[config.mk]
export PLATFORM = sky130hd
export DESIGN_NAME = tsc_divider
export DESIGN_NICKNAME = d
export VERILOG_FILES = /design/src/design/tsc_divider.sv
export SDC_FILE = /design/constraint.sdc
export NUM_CORES = 1
export LEC_CHECK = 0
export BUFFER_PORTS_ARGS = -buffer_cell sky130_fd_sc_hd__buf_2
export CAP_MARGIN = 20
export CORE_ASPECT_RATIO = 1.4
export CORE_MARGIN = 5
export CORE_UTILIZATION = 58
export CTS_CLUSTER_SIZE = 28
export DETAILED_ROUTE_END_ITERATION = 7
export PLACE_DENSITY = 0.9
export SLEW_MARGIN = 15
export SYNTH_ARGS = -nofsm -noshare
export SYNTH_HDL_FRONTEND = slang
export SYNTH_SLANG_ARGS = --single-unit
[constraint.sdc]
create_clock -name aclk -period 4.4 [get_ports aclk]
set_input_delay 0.22 -clock aclk [delete_from_list [all_inputs] [get_ports aclk]]
set_output_delay 0.22 -clock aclk [all_outputs]
set_load 0.02 [all_outputs]
[src/design/tsc_divider.sv]
`timescale 1ns / 1ps

module tsc_divider #(
    parameter int DIVIDEND_W = 54,
    parameter int DIVISOR_W  = 7
) (
    input  logic                         aclk,
    input  logic                         aresetn,
    input  logic                         start,
    input  logic signed [DIVIDEND_W-1:0] dividend,
    input  logic        [DIVISOR_W-1:0]  divisor,
    output logic                         done,
    output logic signed [DIVIDEND_W-1:0] quotient
);

    localparam int STEP_W = $clog2(DIVIDEND_W + 1);

    typedef enum logic [1:0] {
        DV_IDLE,
        DV_RUN,
        DV_FIX
    } div_state_t;

    div_state_t                  state_reg;
    logic [STEP_W-1:0]           step_reg;
    logic                        neg_reg;
    logic [DIVIDEND_W-1:0]       q_reg;
    logic [DIVISOR_W-1:0]        rem_reg;
    logic [DIVISOR_W-1:0]        divisor_reg;
    logic                        done_reg;
    logic signed [DIVIDEND_W-1:0] quotient_reg;

    logic [DIVISOR_W:0]          trial;
    logic                        fits;
    logic [DIVISOR_W:0]          trial_diff;
    logic [DIVIDEND_W-1:0]       magnitude;

    // One restoring step: bring down the next dividend bit
    assign trial      = {rem_reg, q_reg[DIVIDEND_W-1]};
    assign fits       = trial >= {1'b0, divisor_reg};
    assign trial_diff = trial - {1'b0, divisor_reg};
    assign magnitude  = dividend[DIVIDEND_W-1] ? DIVIDEND_W'(-dividend) : DIVIDEND_W'(dividend);

    // Sequence the divide, one quotient bit per cycle
    always_ff @(posedge aclk) begin
        if (!aresetn) begin
            state_reg <= DV_IDLE;
            done_reg  <= 1'b0;
        end else begin
            done_reg <= 1'b0;
            case (state_reg)
                DV_IDLE: begin
                    if (start) begin
                        neg_reg     <= dividend[DIVIDEND_W-1];
                        q_reg       <= magnitude;
                        rem_reg     <= '0;
                        divisor_reg <= divisor;
                        step_reg    <= STEP_W'(DIVIDEND_W);
                        state_reg   <= DV_RUN;
                    end
                end
                DV_RUN: begin
                    rem_reg  <= fits ? trial_diff[DIVISOR_W-1:0] : trial[DIVISOR_W-1:0];
                    q_reg    <= {q_reg[DIVIDEND_W-2:0], fits};
                    step_reg <= step_reg - 1'b1;
                    if (step_reg == STEP_W'(1)) begin
                        state_reg <= DV_FIX;
                    end
                end
                DV_FIX: begin
                    // Restore the sign: truncation toward zero
                    quotient_reg <= neg_reg ? -$signed(q_reg) : $signed(q_reg);
                    done_reg     <= 1'b1;
                    state_reg    <= DV_IDLE;
                end
                default: begin
                    state_reg <= DV_IDLE;
                end
            endcase
        end
    end

    assign done     = done_reg;
    assign quotient = quotient_reg;

endmodule

==> summary.md <==
| Metric | Value |
|---|---|
| Slowest cell on crit path | nor3_1 |
| Final slew viol count | 0 |
| EDFF count, synth | 129 |
| Area share of the largest cell type after synthesis | 50.0% |
| Port Buf Inserts | 118 |
| Clk root buf | clkbuf_16 |
| GRT Total Usage | 24.8% |
| Die ar. | 15800 um2 |
| Post-synthesis cell count | 720 |
| Post-DR vias/cell | 6.16 |
| CP top delay family | simple AND/OR/NAND/NOR gates |
| Comb pwr share | 14.4% |
| P per Cell Area | 377 nW/um2 |
| Final worst path period need | 2.86 ns |
| Synth area leader | edfxtp_1 |
| Number of routed nets with antenna violations | 0 |
| Initial core utilization | 58.4% |
| Final std cells w/o fill | 1034 |
| Dpl cell area | 8500 um2 |
| Worst setup SP type | flop |
| Die Y-Extent | 147 um |
| Final #Nets | 915 |
| Critical path's largest stage delay | 0.54 ns |
| H-tree level count | 4 |
| Dpl hpwl | 13300 um |
| Psw | 916 uW |
| Via count | 6373 |
| Detailed Routing Iterations Pass 1 | 6 |
| Post-CTS Setup Bufs | 0 |
| DR DRC count | 0 |
| Hold endpoint | state_reg[0] |
| Area of the multi-input gates | 3620 um2 |
| Die W | 108 um |
| Asr flop ratio synth | 0% |
| Cts bufs inserted | 17 |
| Reg2reg path depth | 7 |
| # clock sinks | 132 |
| Setup tns final | 0 ns |
| WP data required | 4.55 ns |
| LEAKAGE | 3.19 nW |
| Post-Syn Area | 7740 um2 |
| Post-synthesis area per instance | 10.8 um2 |
| Total Power | 3.45 mW |
| Arr. time, crit path | 3.01 ns |
| CP Capture Type | flop |
| Largest net degree at the start of global routing | 99 |
| Worst-path clk slew | 0.06 ns |
| Antenna Cells | 0 |
| Worst skew pair latency | 0.42 ns |
| Routed WL | 19300 um |
| Highest clock rate | 350 MHz |
| Slew HR | 32.0% |
| Hold_sp | aresetn |
| Most frequent cells in the layout | edfxtp_1 (129), buf_2 (118), o21ai_0 (73) |
| Reg-to-Reg Start | q_reg[0] |
| Vias in the first global route | 6325 |
| Hold Path Cell Cnt | 2 |
| Commonest non-fill, non-tap cell in the layout | edfxtp_1 |
| Status | completed |
| TritonCTS clock tree | built |
| Clock share of power | 39.2% |
| Sequential-to-total area share from yosys stat | 50.8% |
| Resize count post-CTS | 0 |
| Final hold slack | 0.0896 ns |
| Top FF cell, synth | edfxtp_1 |
| Remaining global-route overflow | 0 |
| Ratio of cells with drive above 1 in the final layout | 21.5% |
| Fillers | 934 |
| Reg-to-reg setup timing slack | 1.54 ns |
| Critical path class | flop to flop |
| Tightest Hold Check Type | primary input to flop |
| Initial DRC count | 585 |
| RSZ-0062 raised after global routing | false |
| Int Pwr | 2.54 mW |
| WL/cell | 18.7 um |
| Final hold vios | 0 |
| YS warnings | 0 |
| Final Setup Violations | 0 |
| Io pins | 119 |
| Register share of total power | 46.3% |
| Post-synth net total | 796 |
| Core footprint | 13300 um2 |
| # rows | 50 |
| Max-cap violations | 0 |
| Final instance area | 9160 um2 |
| CP max FO | 9 |
| Worst Skew | 0.0149 ns |
| Reg area | 3930 um2 |
| Slew @ Worst Pin | 1.02 ns |
| Initial antenna violation count | 0 |
| Netlist cell types | 62 |
| Post-CTS Hold Fix Bufs | 7 |
| RR Endpoint | quotient[42] |
| Area Growth Syn to Fin | 18.2% |
| Net Sw Frac | 26.5% |
| Max Buffers Root-to-Sink | 2 |
| GP Congestion | 0.899 |
| Worst path cell trace | inv_1 > ha_1 > or4b_4 > nor3_1 > nand2_4 > o41ai_1 > xnor2_1 |
| First-pass GRT wire length | 31100 um |
| Total buffers and inverters traversed by the critical path | 1 |
| Crit share post-route | 64.9% |
| VDD IR-drop max | 0.343 mV |
| Dpl cells | 994 |
| Seq cells post-synth | 132 |
| Top cells by area, synth | edfxtp_1 (50%), xnor2_1 (6.6%), o21ai_0 (4.7%) |
[metrics by stage]
step                utilization, %  setup WS [ns]
floorplan                        -          0.843
global placement              64.1           1.61
detailed placement            64.1           1.47
CTS                           68.9           1.56
global route                  69.0           1.37
finish                        69.0           1.54
[power groups by stage]
stage                     registers [mW]  logic (mW)  clock network, mW
after floorplan                     1.59       0.348                  0
after global placement              1.61       0.454                  0
after detailed placement            1.62       0.475                  0
after CTS                           1.60       0.494               1.36
after global routing                1.61       0.549               1.42
final                               1.60       0.499               1.35
[worst max-delay path by stage]
stage                      start  slack, ns  depth (start not counted)      endpoint
floorplan           state_reg[0]       0.84                          2      q_reg[0]
global placement    dividend[15]       1.61                          6     q_reg[49]
detailed placement  dividend[15]       1.47                          6     q_reg[51]
CTS                     q_reg[0]       1.56                          7  quotient[42]
global route            q_reg[0]       1.37                          7  quotient[42]
finish                  q_reg[0]       1.54                          7  quotient[42]
[layout make-up]
type / count / share of cell area [%]
Clock buffer: 18 / 4.69
Inverter: 18 / 0.738
Tap cell: 182 / 2.49
Clock inverter: 14 / 1.49
Timing Repair Buffer: 134 / 8.09
Sequential cell: 132 / 43.0
Multi-Input combinational cell: 536 / 39.6
[synthesized netlist by cell type, types with 9 or more instances]
| library cell | instances |
|---|---|
| edfxtp_1 | 129 |
| nand2_1 | 72 |
| nor3_1 | 16 |
| nand4_1 | 12 |
| a21oi_1 | 24 |
| o21ai_0 | 73 |
| o41ai_1 | 24 |
| nand3_1 | 21 |
| o31ai_1 | 21 |
| or3_1 | 11 |
| nor2_1 | 36 |
| clkbuf_1 | 29 |
| or4_1 | 9 |
| nor3b_1 | 13 |
| xnor2_1 | 58 |
| xor2_1 | 37 |
| inv_1 | 18 |
| nor4_1 | 12 |
| ha_1 | 11 |
[layer usage]
metal | up-vias | share of wire, % | global-route usage (%)
met5 | - | 0 | 0
met4 | 0 | 3.8 | 10.5
met3 | 71 | 7.9 | 5.67
met2 | 327 | 49 | 41.3
met1 | 2996 | 39 | 31.0
li1 | 2979 | - | -
[worst reg2reg max path, delay by kind of cell (launching register included)]
family          cells  cell delay (ns)
simple gates        3             1.25
compound gates      1             0.47
buf+inv             1             0.09
xor+xnor            1             0.14
fa+ha+maj           1             0.20
flops               1             0.46
[logic make-up (layout without fill, tap and decap cells)]
kind of cell	Yosys count	after routing	share of synthesized area [%]
multiplexers	5	5	0.646
XOR/XNOR	95	95	10.7
flip-flops	132	132	50.8
AND/OR/NAND/NOR	249	249	18.1
adder cells (fa/ha/maj)	12	12	2.04
buffers and inverters	52	184	2.67
AO/OA/AOI/OAI	175	175	15.0
Note: power is estimated with default switching activity, not from simulation.
